### src/rtl/gplc_pkg.sv
// ----------------------------------------------------------------------------
// Gripper paddle and lift controller package
// Shared types, field widths and code points for the gripper controller.
// ----------------------------------------------------------------------------
package gplc_pkg;

   // Fixed point format of positions: FRACTION_BITS fraction bits, one is full travel.
   localparam int FRACTION_BITS = 16;
   localparam int POS_W         = FRACTION_BITS + 1;
   localparam int STEP_W        = 17;
   localparam int SPAN_W        = 16;
   localparam int WIDTH_W       = 16;
   localparam int CMD_W         = 3;
   localparam int MODE_W        = 2;
   localparam int SUM_W         = ((POS_W > STEP_W) ? POS_W : STEP_W) + 1;
   localparam int CSR_IDX_W     = 2;
   localparam int CSR_DATA_W    = 17;

   localparam logic [POS_W-1:0] POS_ONE = {1'b1, {FRACTION_BITS{1'b0}}};

   // Command codes.
   localparam logic [CMD_W-1:0] OP_KEEP  = 3'd0;
   localparam logic [CMD_W-1:0] OP_NOOP  = 3'd1;
   localparam logic [CMD_W-1:0] OP_CLOSE = 3'd2;
   localparam logic [CMD_W-1:0] OP_OPEN  = 3'd3;
   localparam logic [CMD_W-1:0] OP_UP    = 3'd4;
   localparam logic [CMD_W-1:0] OP_DOWN  = 3'd5;

   // Paddle modes.
   localparam logic [MODE_W-1:0] PM_OPEN    = 2'd0;
   localparam logic [MODE_W-1:0] PM_CLOSED  = 2'd1;
   localparam logic [MODE_W-1:0] PM_OPENING = 2'd2;
   localparam logic [MODE_W-1:0] PM_CLOSING = 2'd3;

   // Lift modes.
   localparam logic [MODE_W-1:0] LM_DOWN     = 2'd0;
   localparam logic [MODE_W-1:0] LM_UP       = 2'd1;
   localparam logic [MODE_W-1:0] LM_RAISING  = 2'd2;
   localparam logic [MODE_W-1:0] LM_LOWERING = 2'd3;

   // Register indexes.
   localparam logic [CSR_IDX_W-1:0] CSR_AUTOSNATCH = 2'd0;
   localparam logic [CSR_IDX_W-1:0] CSR_MOVE_STEP  = 2'd1;
   localparam logic [CSR_IDX_W-1:0] CSR_GRIP_SPAN  = 2'd2;

   typedef struct packed {
      logic [CMD_W-1:0]   func;
      logic               beam_inner;
      logic               beam_outer;
      logic               touch_left;
      logic               touch_right;
      logic [WIDTH_W-1:0] object_width;
   } req_type;

   typedef struct packed {
      logic [MODE_W-1:0] paddle_mode_out;
      logic [MODE_W-1:0] lift_mode_out;
      logic [POS_W-1:0]  paddle_pos_out;
      logic [POS_W-1:0]  lift_pos_out;
      logic              holding_out;
      logic              grabbed_now;
      logic              released_now;
      logic              stalled;
      logic              moved;
   } rsp_type;

   typedef struct packed {
      logic busy;
      logic done;
   } div_stat_type;

endpackage

### src/rtl/gplc_div.sv
// ----------------------------------------------------------------------------
// Gripper closing limit divider
// Restoring divider that yields the fraction bits of numer / denom, numer < denom.
// ----------------------------------------------------------------------------
module gplc_div (
   input  logic                               clock,
   input  logic                               reset,
   input  logic                               start,
   input  logic [gplc_pkg::WIDTH_W-1:0]       numer,
   input  logic [gplc_pkg::SPAN_W-1:0]        denom,
   output gplc_pkg::div_stat_type             stat,
   output logic [gplc_pkg::FRACTION_BITS-1:0] quot
);
   import gplc_pkg::*;

   localparam int CNT_W = $clog2(FRACTION_BITS);

   logic                     busy_ff, busy_in;
   logic                     done_ff, done_in;
   logic [CNT_W-1:0]         count_ff, count_in;
   logic [SPAN_W-1:0]        rem_ff, rem_in;
   logic [SPAN_W-1:0]        denom_ff, denom_in;
   logic [FRACTION_BITS-1:0] quot_ff, quot_in;
   logic [SPAN_W:0]          shifted;
   logic                     fits;
   logic                     last;

   // One quotient bit per cycle; the low dividend bits are all zero.
   assign shifted = {rem_ff, 1'b0};
   assign fits    = shifted >= {1'b0, denom_ff};
   assign last    = count_ff == CNT_W'(FRACTION_BITS - 1);

   always_comb begin
      busy_in  = busy_ff;
      done_in  = 1'b0;
      count_in = count_ff;
      rem_in   = rem_ff;
      denom_in = denom_ff;
      quot_in  = quot_ff;
      if (start) begin
         busy_in  = 1'b1;
         count_in = '0;
         rem_in   = SPAN_W'(numer);
         denom_in = denom;
      end else if (busy_ff) begin
         rem_in   = fits ? SPAN_W'(shifted - {1'b0, denom_ff}) : shifted[SPAN_W-1:0];
         quot_in  = {quot_ff[FRACTION_BITS-2:0], fits};
         count_in = count_ff + CNT_W'(1);
         if (last) begin
            busy_in = 1'b0;
            done_in = 1'b1;
         end
      end
   end

   always_ff @(posedge clock) begin
      if (reset) begin
         busy_ff <= 1'b0;
         done_ff <= 1'b0;
      end else begin
         busy_ff <= busy_in;
         done_ff <= done_in;
      end
      count_ff <= count_in;
      rem_ff   <= rem_in;
      denom_ff <= denom_in;
      quot_ff  <= quot_in;
   end

   assign stat.busy = busy_ff;
   assign stat.done = done_ff;
   assign quot      = quot_ff;

endmodule

### src/rtl/gripper_paddle_lift_controller_unit.sv
// ----------------------------------------------------------------------------
// Gripper paddle and lift controller
// Command latch, paddle and lift ramp machines, grip detection and closing limit.
// ----------------------------------------------------------------------------
// Each request is one control tick and produces exactly one response. The
// command, both position ramps, the release check and the grip check are
// evaluated in the accept cycle and the response is registered at its edge, so
// ticks without a grip are taken back to back as long as the response register
// drains. A tick that grips an object whose width is below the grip span
// computes the new closing limit, one minus width over span, with a restoring
// divider that produces one quotient bit per cycle; the block then takes no new
// request until that divider loop is done and its result is stored. The response
// of such a tick is offered right away, since the limit does not appear in it.
// Objects at least as wide as the span, or a zero span, give a closing limit of
// zero without a divide. Positions are unsigned fixed point where 65536 is full
// travel. Register writes are taken at any time but are meant to be made only
// while the block is idle.
module gripper_paddle_lift_controller_unit (
   input  logic                                  clock,
   input  logic                                  reset,
   input  logic                                  req_valid,
   output logic                                  req_ready,
   input  gplc_pkg::req_type                     req_data,
   output logic                                  rsp_valid,
   input  logic                                  rsp_ready,
   output gplc_pkg::rsp_type                     rsp_data,
   input  logic                                  csr_valid,
   output logic                                  csr_ready,
   input  logic [gplc_pkg::CSR_IDX_W-1:0]        csr_index,
   input  logic [gplc_pkg::CSR_DATA_W-1:0]       csr_data
);
   import gplc_pkg::*;

   // Configuration registers.
   logic               autosnatch_ff;
   logic [STEP_W-1:0]  move_step_ff;
   logic [SPAN_W-1:0]  grip_span_ff;

   // Controller state.
   logic [CMD_W-1:0]   cmd_ff, cmd_in;
   logic [MODE_W-1:0]  pmode_ff, pmode_in;
   logic [MODE_W-1:0]  lmode_ff, lmode_in;
   logic [POS_W-1:0]   ppos_ff, ppos_in;
   logic [POS_W-1:0]   lpos_ff, lpos_in;
   logic [POS_W-1:0]   limit_ff, limit_in;
   logic               holding_ff, holding_in;

   logic               rsp_valid_ff, rsp_valid_in;
   rsp_type            rsp_ff, rsp_in;

   logic               accept;
   logic [CMD_W-1:0]   cmd_sel;
   logic [MODE_W-1:0]  pm_cmd, lm_cmd;
   logic [SUM_W-1:0]   step_ext, pp_ext, lp_ext, pp_sum, lp_sum;
   logic               released, grabbed, stall, div_start;

   div_stat_type              div_stat;
   logic [FRACTION_BITS-1:0] div_quot;

   // The next tick needs the closing limit, so requests wait out the divider.
   assign accept    = req_valid && req_ready;
   assign req_ready = !div_stat.busy && !div_stat.done && (!rsp_valid_ff || rsp_ready);
   assign csr_ready = 1'b1;

   always_comb begin
      cmd_sel  = cmd_ff;
      pm_cmd   = pmode_ff;
      lm_cmd   = lmode_ff;
      step_ext = SUM_W'(move_step_ff);
      pp_ext   = SUM_W'(ppos_ff);
      lp_ext   = SUM_W'(lpos_ff);
      pp_sum   = pp_ext + step_ext;
      lp_sum   = lp_ext + step_ext;
      pmode_in = pmode_ff;
      lmode_in = lmode_ff;
      ppos_in  = ppos_ff;
      lpos_in  = lpos_ff;
      limit_in = limit_ff;
      released = 1'b0;

      // A command in range replaces the stored one and stays in force.
      if (req_data.func >= OP_NOOP && req_data.func <= OP_DOWN) begin
         cmd_sel = req_data.func;
      end

      case (cmd_sel)
         OP_CLOSE: if (pmode_ff != PM_CLOSED) pm_cmd = PM_CLOSING;
         OP_OPEN:  if (pmode_ff != PM_OPEN)   pm_cmd = PM_OPENING;
         OP_UP:    if (lmode_ff != LM_UP)     lm_cmd = LM_RAISING;
         OP_DOWN:  if (lmode_ff != LM_DOWN)   lm_cmd = LM_LOWERING;
         default: ;
      endcase

      // Paddle ramp. Landing exactly on zero keeps the opening mode for a tick.
      pmode_in = pm_cmd;
      if (pm_cmd == PM_OPENING) begin
         if (pp_ext < step_ext) begin
            ppos_in  = '0;
            pmode_in = PM_OPEN;
         end else begin
            ppos_in = POS_W'(pp_ext - step_ext);
         end
         if (holding_ff && (ppos_in == '0 || ppos_in < limit_ff)) begin
            released = 1'b1;
            limit_in = POS_ONE;
         end
      end else if (pm_cmd == PM_CLOSING) begin
         if (pp_sum > SUM_W'(limit_ff)) begin
            ppos_in  = limit_ff;
            pmode_in = PM_CLOSED;
         end else begin
            ppos_in = POS_W'(pp_sum);
         end
      end

      // Lift ramp between zero and full travel.
      lmode_in = lm_cmd;
      if (lm_cmd == LM_LOWERING) begin
         if (lp_ext < step_ext) begin
            lpos_in  = '0;
            lmode_in = LM_DOWN;
         end else begin
            lpos_in = POS_W'(lp_ext - step_ext);
         end
      end else if (lm_cmd == LM_RAISING) begin
         if (lp_sum > SUM_W'(POS_ONE)) begin
            lpos_in  = POS_ONE;
            lmode_in = LM_UP;
         end else begin
            lpos_in = POS_W'(lp_sum);
         end
      end

      // Autosnatch overrides the stored command from the break beams.
      cmd_in = cmd_sel;
      if (autosnatch_ff) begin
         cmd_in = (req_data.beam_inner || req_data.beam_outer) ? OP_CLOSE : OP_OPEN;
      end

      // Grip: contact while still closing with nothing held.
      stall      = req_data.touch_left || req_data.touch_right;
      grabbed    = stall && (pmode_in == PM_CLOSING) && !(holding_ff && !released);
      holding_in = grabbed || (holding_ff && !released);
      div_start  = 1'b0;
      if (grabbed) begin
         if (grip_span_ff == '0 || req_data.object_width >= grip_span_ff) begin
            limit_in = '0;
         end else begin
            div_start = accept;
         end
      end

      rsp_in.paddle_mode_out = pmode_in;
      rsp_in.lift_mode_out   = lmode_in;
      rsp_in.paddle_pos_out  = ppos_in;
      rsp_in.lift_pos_out    = lpos_in;
      rsp_in.holding_out     = holding_in;
      rsp_in.grabbed_now     = grabbed;
      rsp_in.released_now    = released;
      rsp_in.stalled         = stall;
      rsp_in.moved           = (ppos_in != ppos_ff) || (lpos_in != lpos_ff);

      rsp_valid_in = accept || (rsp_valid_ff && !rsp_ready);
   end

   gplc_div u_div (
      .clock (clock),
      .reset (reset),
      .start (div_start),
      .numer (req_data.object_width),
      .denom (grip_span_ff),
      .stat  (div_stat),
      .quot  (div_quot)
   );

   always_ff @(posedge clock) begin
      if (reset) begin
         autosnatch_ff <= 1'b0;
         move_step_ff  <= STEP_W'(3277);
         grip_span_ff  <= SPAN_W'(250);
         cmd_ff        <= OP_NOOP;
         pmode_ff      <= PM_OPEN;
         lmode_ff      <= LM_DOWN;
         ppos_ff       <= '0;
         lpos_ff       <= '0;
         limit_ff      <= POS_ONE;
         holding_ff    <= 1'b0;
         rsp_valid_ff  <= 1'b0;
      end else begin
         if (csr_valid && csr_ready) begin
            case (csr_index)
               CSR_AUTOSNATCH: autosnatch_ff <= csr_data[0];
               CSR_MOVE_STEP:  move_step_ff  <= STEP_W'(csr_data);
               CSR_GRIP_SPAN:  grip_span_ff  <= SPAN_W'(csr_data);
               default: ;
            endcase
         end
         if (accept) begin
            cmd_ff     <= cmd_in;
            pmode_ff   <= pmode_in;
            lmode_ff   <= lmode_in;
            ppos_ff    <= ppos_in;
            lpos_ff    <= lpos_in;
            limit_ff   <= limit_in;
            holding_ff <= holding_in;
         end else if (div_stat.done) begin
            // Closing limit is one minus the fraction width / span.
            limit_ff <= POS_ONE - POS_W'(div_quot);
         end
         rsp_valid_ff <= rsp_valid_in;
      end
      if (accept) begin
         rsp_ff <= rsp_in;
      end
   end

   assign rsp_valid = rsp_valid_ff;
   assign rsp_data  = rsp_ff;

`ifndef NO_ASSERTIONS
   a_div_runs_after_start: assert property (@(posedge clock) disable iff (reset)
      div_start |=> div_stat.busy)
      else $error("divider did not start after a grip");

   a_div_only_when_holding: assert property (@(posedge clock) disable iff (reset)
      div_stat.done |-> holding_ff)
      else $error("closing limit computed while nothing is held");

   a_closed_at_limit: assert property (@(posedge clock) disable iff (reset)
      (pmode_ff == PM_CLOSED) |-> (ppos_ff == limit_ff || div_stat.busy || div_stat.done))
      else $error("closed paddles are not at the closing limit");

   a_open_at_zero: assert property (@(posedge clock) disable iff (reset)
      (pmode_ff == PM_OPEN) |-> (ppos_ff == '0))
      else $error("open paddles are not at zero");

   a_lift_in_range: assert property (@(posedge clock) disable iff (reset)
      lpos_ff <= POS_ONE)
      else $error("lift position beyond full travel");
`endif

endmodule

### config.mk
export PLATFORM = sky130hd
export DESIGN_NAME = gripper_paddle_lift_controller_unit
export DESIGN_NICKNAME = d
export VERILOG_FILES = /design/src/rtl/gplc_pkg.sv /design/src/rtl/gplc_div.sv /design/src/rtl/gripper_paddle_lift_controller_unit.sv
export SDC_FILE = /design/constraint.sdc
export NUM_CORES = 1
export LEC_CHECK = 0
export BUFFER_PORTS_ARGS = -buffer_cell sky130_fd_sc_hd__buf_2
export CORE_ASPECT_RATIO = 0.75
export CORE_UTILIZATION = 40
export CTS_BUF_LIST = sky130_fd_sc_hd__clkbuf_8 sky130_fd_sc_hd__clkbuf_16
export CTS_CLUSTER_SIZE = 10
export DETAILED_ROUTE_END_ITERATION = 6
export GPL_TIMING_DRIVEN = 0
export SETUP_SLACK_MARGIN = 0.5
export SLEW_MARGIN = 20
export SYNTH_ARGS = -nofsm -noshare
export SYNTH_HDL_FRONTEND = slang
export SYNTH_SLANG_ARGS = --single-unit
export TNS_END_PERCENT = 5
### constraint.sdc
create_clock -name clock -period 15.79 [get_ports clock]
set_input_delay 1.579 -clock clock [delete_from_list [all_inputs] [get_ports clock]]
set_output_delay 1.579 -clock clock [all_outputs]
set_load 0.01 [all_outputs]
== Yosys cells after proc, flatten, opt, wreduce, memory -nomap -nowiden ==
Index checks and enable logic that the tools add are counted.

* Register bits after elaboration: 191
* Input bits: 47
* Output and inout bits: 46
* Logic and storage cells: 138

* Add/sub/neg operators: 7
* Magnitude comparators: 9
* Equal/unequal tests: 16
* Multiplexer cells: 43
* Bitwise operators: 2
* Reduce and logical (&&, ||, !) cells: 35

{| class="wikitable"
|+ Operators with widths
! kind !! number
|-
| two-way mux 17 bit || 15
|-
| less-than comparator 17 bit || 3
|-
| two-way mux 16 bit || 3
|-
| adder 17 x 17 -> 18 bit || 2
|-
| inequality test 17 bit || 2
|-
| subtractor 17 bit || 2
|-
| two-way mux 2 bit || 12
|-
| > comparator 18 x 17 -> 1 bit || 1
|-
| > comparator 18 x 17 -> 1 bit (second input constant) || 1
|-
| greater-or-equal comparator 17 x 16 -> 1 bit || 1
|-
| zero test 17 bit || 1
|-
| subtractor 17 x 16 -> 17 bit (first input constant) || 1
|-
| greater-or-equal comparator 16 bit || 1
|-
| zero test 16 bit || 1
|-
| subtractor 16 bit || 1
|-
| == test 2 bit (second input constant) || 6
|-
| logical AND 1 bit || 9
|-
| two-way mux 1 bit || 9
|-
| logical OR 1 bit || 8
|-
| one-hot mux 2 bit (2 select lines) || 2
|-
| AND reduction 2 bit || 4
|-
| nonzero test 2 bit || 4
|-
| == test 3 x 2 -> 1 bit (second input constant) || 2
|-
| == test 3 bit (second input constant) || 2
|-
| other kinds (11) || 19
|}

== Logic depth before layout (Yosys ltp) ==
* Depth in word-level cells: 19
* Mapped depth: 26
* Mapped depth without buffers: 24

== Cells and area by module ==
A second synthesis with hierarchy kept.

* Cells, all modules: 1787
* Area, all modules: 15142.0 um2

{| class="wikitable"
|+ Modules (own cells, without submodules)
! module !! times used !! cells an instance !! area each (um2) !! sequential area each (um2)
|-
| gripper_paddle_lift_controller_unit || 1 || 1531 || 12184.2 || 3173.0
|-
| gplc_div || 1 || 256 || 2957.8 || 1561.5
|}

== Worst setup path after synthesis ==
Ideal clock, no wire load.

* Path kind: reg-to-reg
* From: reg move_step_ff[4]
* To: reg rsp_ff, in the netlist rsp_data[0] (data pin)
* Setup time: 0.271 ns
* Data arrival time: 4.944 ns
* Data required time: 15.519 ns
* Path slack: 10.575 ns
* Cell stages (with the launch flop): 26
* Buffers on the path: 2
* Period minus slack after synthesis: 5.215 ns
* Path through: dfxtp_1 > inv_1 > ha_1 > clkbuf_1 > nor2b_1 > o21bai_1 > a31oi_1 > a211o_1 > a21oi_1 > nor2_1 > nor2_1 > xnor2_1 > ha_1 > and3_1 > a211oi_1 > a31o_2 > a41o_1 > and3_1 > buf_2 > mux2_1 > a21oi_1 > o22a_1 > o311ai_1 > or4_1 > nor4_1 > nand4_1

{| class="wikitable"
|+ RTL lines
! element !! RTL line !! source
|-
| from (decl) || gripper_paddle_lift_controller_unit.sv:36 || <nowiki>logic [STEP_W-1:0] move_step_ff;</nowiki>
|-
| from (signal assigned) || gripper_paddle_lift_controller_unit.sv:193 || <nowiki>CSR_MOVE_STEP: move_step_ff <= STEP_W'(csr_data);</nowiki>
|-
| to (signal assigned) || gripper_paddle_lift_controller_unit.sv:213 || <nowiki>rsp_ff <= rsp_in;</nowiki>
|-
| to (decl) || gripper_paddle_lift_controller_unit.sv:49 || <nowiki>rsp_type rsp_ff, rsp_in;</nowiki>
|}

==> results by group <==
Timing
  • Final min period: 7910 ps
  • Setup TNS: 0 ps
  • Unrepaired setup endpoints after global routing: no
  • Final hold viol count: 0
  • Achievable clock frequency: roughly 0.13 GHz
  • Fin. max-slew vios: 0
  • Period utilisation layout: around 50%
  • Clock skew: 19.4 ps
  • Relative slew slack: 20.3%
  • Endpoints failing setup: 0
  • Worst Tran Pin Value: 1190 ps

Setup path
  • Crit path launch type: register
  • CP Class: register to register
  • Slowest cell on crit path: a211oi_1
  • Slowest stage delay, CP: 980 ps
  • CP Cell Sequence: inv_1 -> ha_1 -> nor3b_1 -> o31ai_1 -> a211oi_2 -> o311ai_0 -> a21oi_1 -> o21ai_0 -> nand2_1 -> ha_1 -> nand4_1 -> nor3_1 -> o221ai_1 -> a41o_1 -> nand3_1 -> nor2_1 -> a211oi_1 -> xor2_1 -> nand2_1 -> a311oi_1 -> and4_1 -> nand4_1
  • Worst Path Required: 15960 ps
  • Crit. End Element: register
  • Arrival time at the worst endpoint: 8080 ps
  • FF-to-FF path depth: 22
  • CP Max Fanout: 8

Drt
  • WL final: roughly 58000 um
  • Initial DRC count: 2277
  • DRC: 0
  • Vias/cell: 6.16
  • Drt wl/cell: 24.6 um
  • Drt first pass iters: 6
  • ANT nets after route: 0
  • Via count: 14514

Power and ir drop
  • Pwr per Cell Area: 97.3 nW/um2
  • Power Total: 1.58 mW
  • Peak VDD IR: 0.0795 mV
  • Leak: slightly below 7 nW

Floorplan
  • I/O Pins: slightly above 90
  • Die area: 37200 um2
  • Effective utilization at floorplan: 40.6%
  • CORE AREA: 35900 um2
  • Die Ht: 167 um
  • Die width: ~220 um
  • Row count: 60

Logic synthesis
  • Syn Nets: 1957
  • Synthesized area: 14600 um2
  • Syn Area/Cell: 8.23 um2
  • Most frequent cells after synthesis: nand2_1 (199), nor2_1 (172), inv_1 (138)
  • Synth warn: 0
  • Synth top area share: between 10% and 20%
  • Synth top area cells: edfxtp_1 (19%), dfxtp_1 (14%), ha_1 (12%)
  • Synth area leader: edfxtp_1
  • Most used DFF post-synth: dfxtp_1
  • EDFF count, synth: 91
  • Most common cell in the synthesized netlist: nand2_1
  • Seq/Total Area, Yosys: 32.5%
  • Seq cells post-synth: 191
  • Cells after synthesis: 1770
  • Synth cell types: between 80 and 90
  • Synth async-reset ratio: 0%

Clocking
  • Hold-fix buffers, CTS: 0
  • Setup bufs post-CTS: 0
  • Reg clk slew, reported paths: 80 ps
  • CTS root buf: clkbuf_16
  • H-tree depth: 4
  • Clock sink total: 191
  • Clk buf depth: 2
  • Clk_lat worst skew: 470 ps
  • Number of CTS-inserted buffers: 17
  • CTS tree: yes
  • Resized Gates After CTS: 0

Global routing
  • Initial antenna violation count: 1
  • First-pass GRT wire length: 85000 um
  • Vias in the first global route: about 13000
  • Largest net degree at the start of global routing: 36
  • GRT Util Overall: 30.7%
  • Global route overflow: 0

Placement
  • Gp weighted congestion: 1.11
  • IO buf count: 90
  • Final HPWL DP: 45900 um

Finish
  • Antenna diodes: 0
  • FILL cells: 3578
  • Nets: approximately 2100
  • Multi-input gate area: 8980 um2
  • Layout cells sized above 1: 9.14%
  • Area delta synth->final: 11.6%
  • FF+latch area: around 4700 um2

Run
  • Number of max-cap violations: 0

Hold path
  • Hold Path Cell Cnt: 0
  • HP Class: register to register

Outcome
  • Outcome: completed
-- placed cells by master, fill, tap and decap left out, types with 23 or more instances in the layout --
cell type	Yosys	layout
a21oi_1	136	136
a21o_1	36	36
o21ai_0	66	66
nor4_1	23	23
clkbuf_1	56	56
xor2_1	25	25
nor2b_1	30	30
nand3_1	33	33
nor2_1	172	172
inv_1	138	139
a211oi_1	26	26
ha_1	135	135
dfxtp_1	100	100
edfxtp_1	91	91
nand2_1	199	199
xnor2_1	55	55
nor3_1	56	56
a31oi_1	32	32
buf_2	11	102
-- final timing paths --
kind	end	slack (ps)	start
setup / recovery	rsp_data[0]	7880	move_step_ff[1]
hold / removal	u_div.denom_ff[7]	470	grip_span_ff[7]
setup reg to reg	rsp_data[0]	7880	move_step_ff[1]
hold reg to reg	u_div.denom_ff[7]	470	grip_span_ff[7]
-- through the flow --
| stage | std cells | instance area (um2) | setup WS (ps) | util, % | hold slack [ps] |
|---|---|---|---|---|---|
| 6_report | 2358 | 16300 | 7880 | 45.3 | 472 |
| 3_3_place_gp | 2325 | 15600 | 8280 | 43.5 | 440 |
| 5_1_grt | 2358 | 16300 | 7670 | 45.3 | 484 |
| 2_1_floorplan | 1770 | 14600 | 10580 | - | 431 |
| 4_1_cts | 2358 | 16200 | 8270 | 45.3 | 466 |
| 3_5_place_dp | 2326 | 15600 | 8320 | 43.5 | 448 |
-- sequential cells by signal, indices dropped and copies added (netlist names) --
signal          flops
rsp_data           43
limit_ff           17
lpos_ff            17
move_step_ff       17
ppos_ff            17
grip_span_ff       16
u_div.denom_ff     16
u_div.quot         16
u_div.rem_ff       16
u_div.count_ff      4
cmd_ff              3
lmode_ff            2
pmode_ff            2
autosnatch_ff       1
holding_ff          1
rsp_valid           1
u_div.busy_ff       1
u_div.done_ff       1
-- area by class of cell --
class | count | area share (%)
buffer | 77 | 2.03
multi-input combinational | 1363 | 55.3
clock buffer | 17 | 2.62
timing repair buffer | 91 | 2.89
inverter | 139 | 3.21
sequential | 191 | 29.1
tap | 465 | 3.58
clock inverter | 15 | 1.25
-- critical path, delay by kind of cell (launching register included) --
kind | cells | cell delay [ps]
buffers and inverters | 1 | 310
AOI/OAI and AO/OA | 9 | 3890
xor gates and xnor gates | 1 | 250
DFF | 1 | 560
adders and majority gates | 2 | 690
and+or+nand+nor | 9 | 1870
-- power breakdown --
part           total (mW)  leakage [nW]  switching [mW]  internal [mW]
combinational       0.514          4.80           0.337          0.177
sequential          0.589          1.66          0.0346          0.554
clock               0.479         0.307           0.224          0.255
-- logic make-up (layout without fill, tap and decap cells) --
kind of cell | Yosys count | in the layout | synth area share [%]
compound gates | 500 | 500 | 23.1
xor+xnor | 81 | 81 | 4.92
fa+ha+maj | 140 | 140 | 12.3
buf+inv | 216 | 339 | 5.84
flops | 191 | 191 | 32.5
mux | 15 | 15 | 1.07
other cells | 1 | 1 | 0.0258
simple gates | 626 | 626 | 20.2
-- per-layer routing --
metal	wire, um	share of wire, %	vias to the layer above	global-route usage (%)
met5	0	0	-	0
met4	903	1.6	0	6.07
met3	7480	13	70	9.37
met2	22200	38	847	40.4
met1	27500	47	6977	47.9
li1	-	-	6620	-
Power figures use the tool's default switching activity.
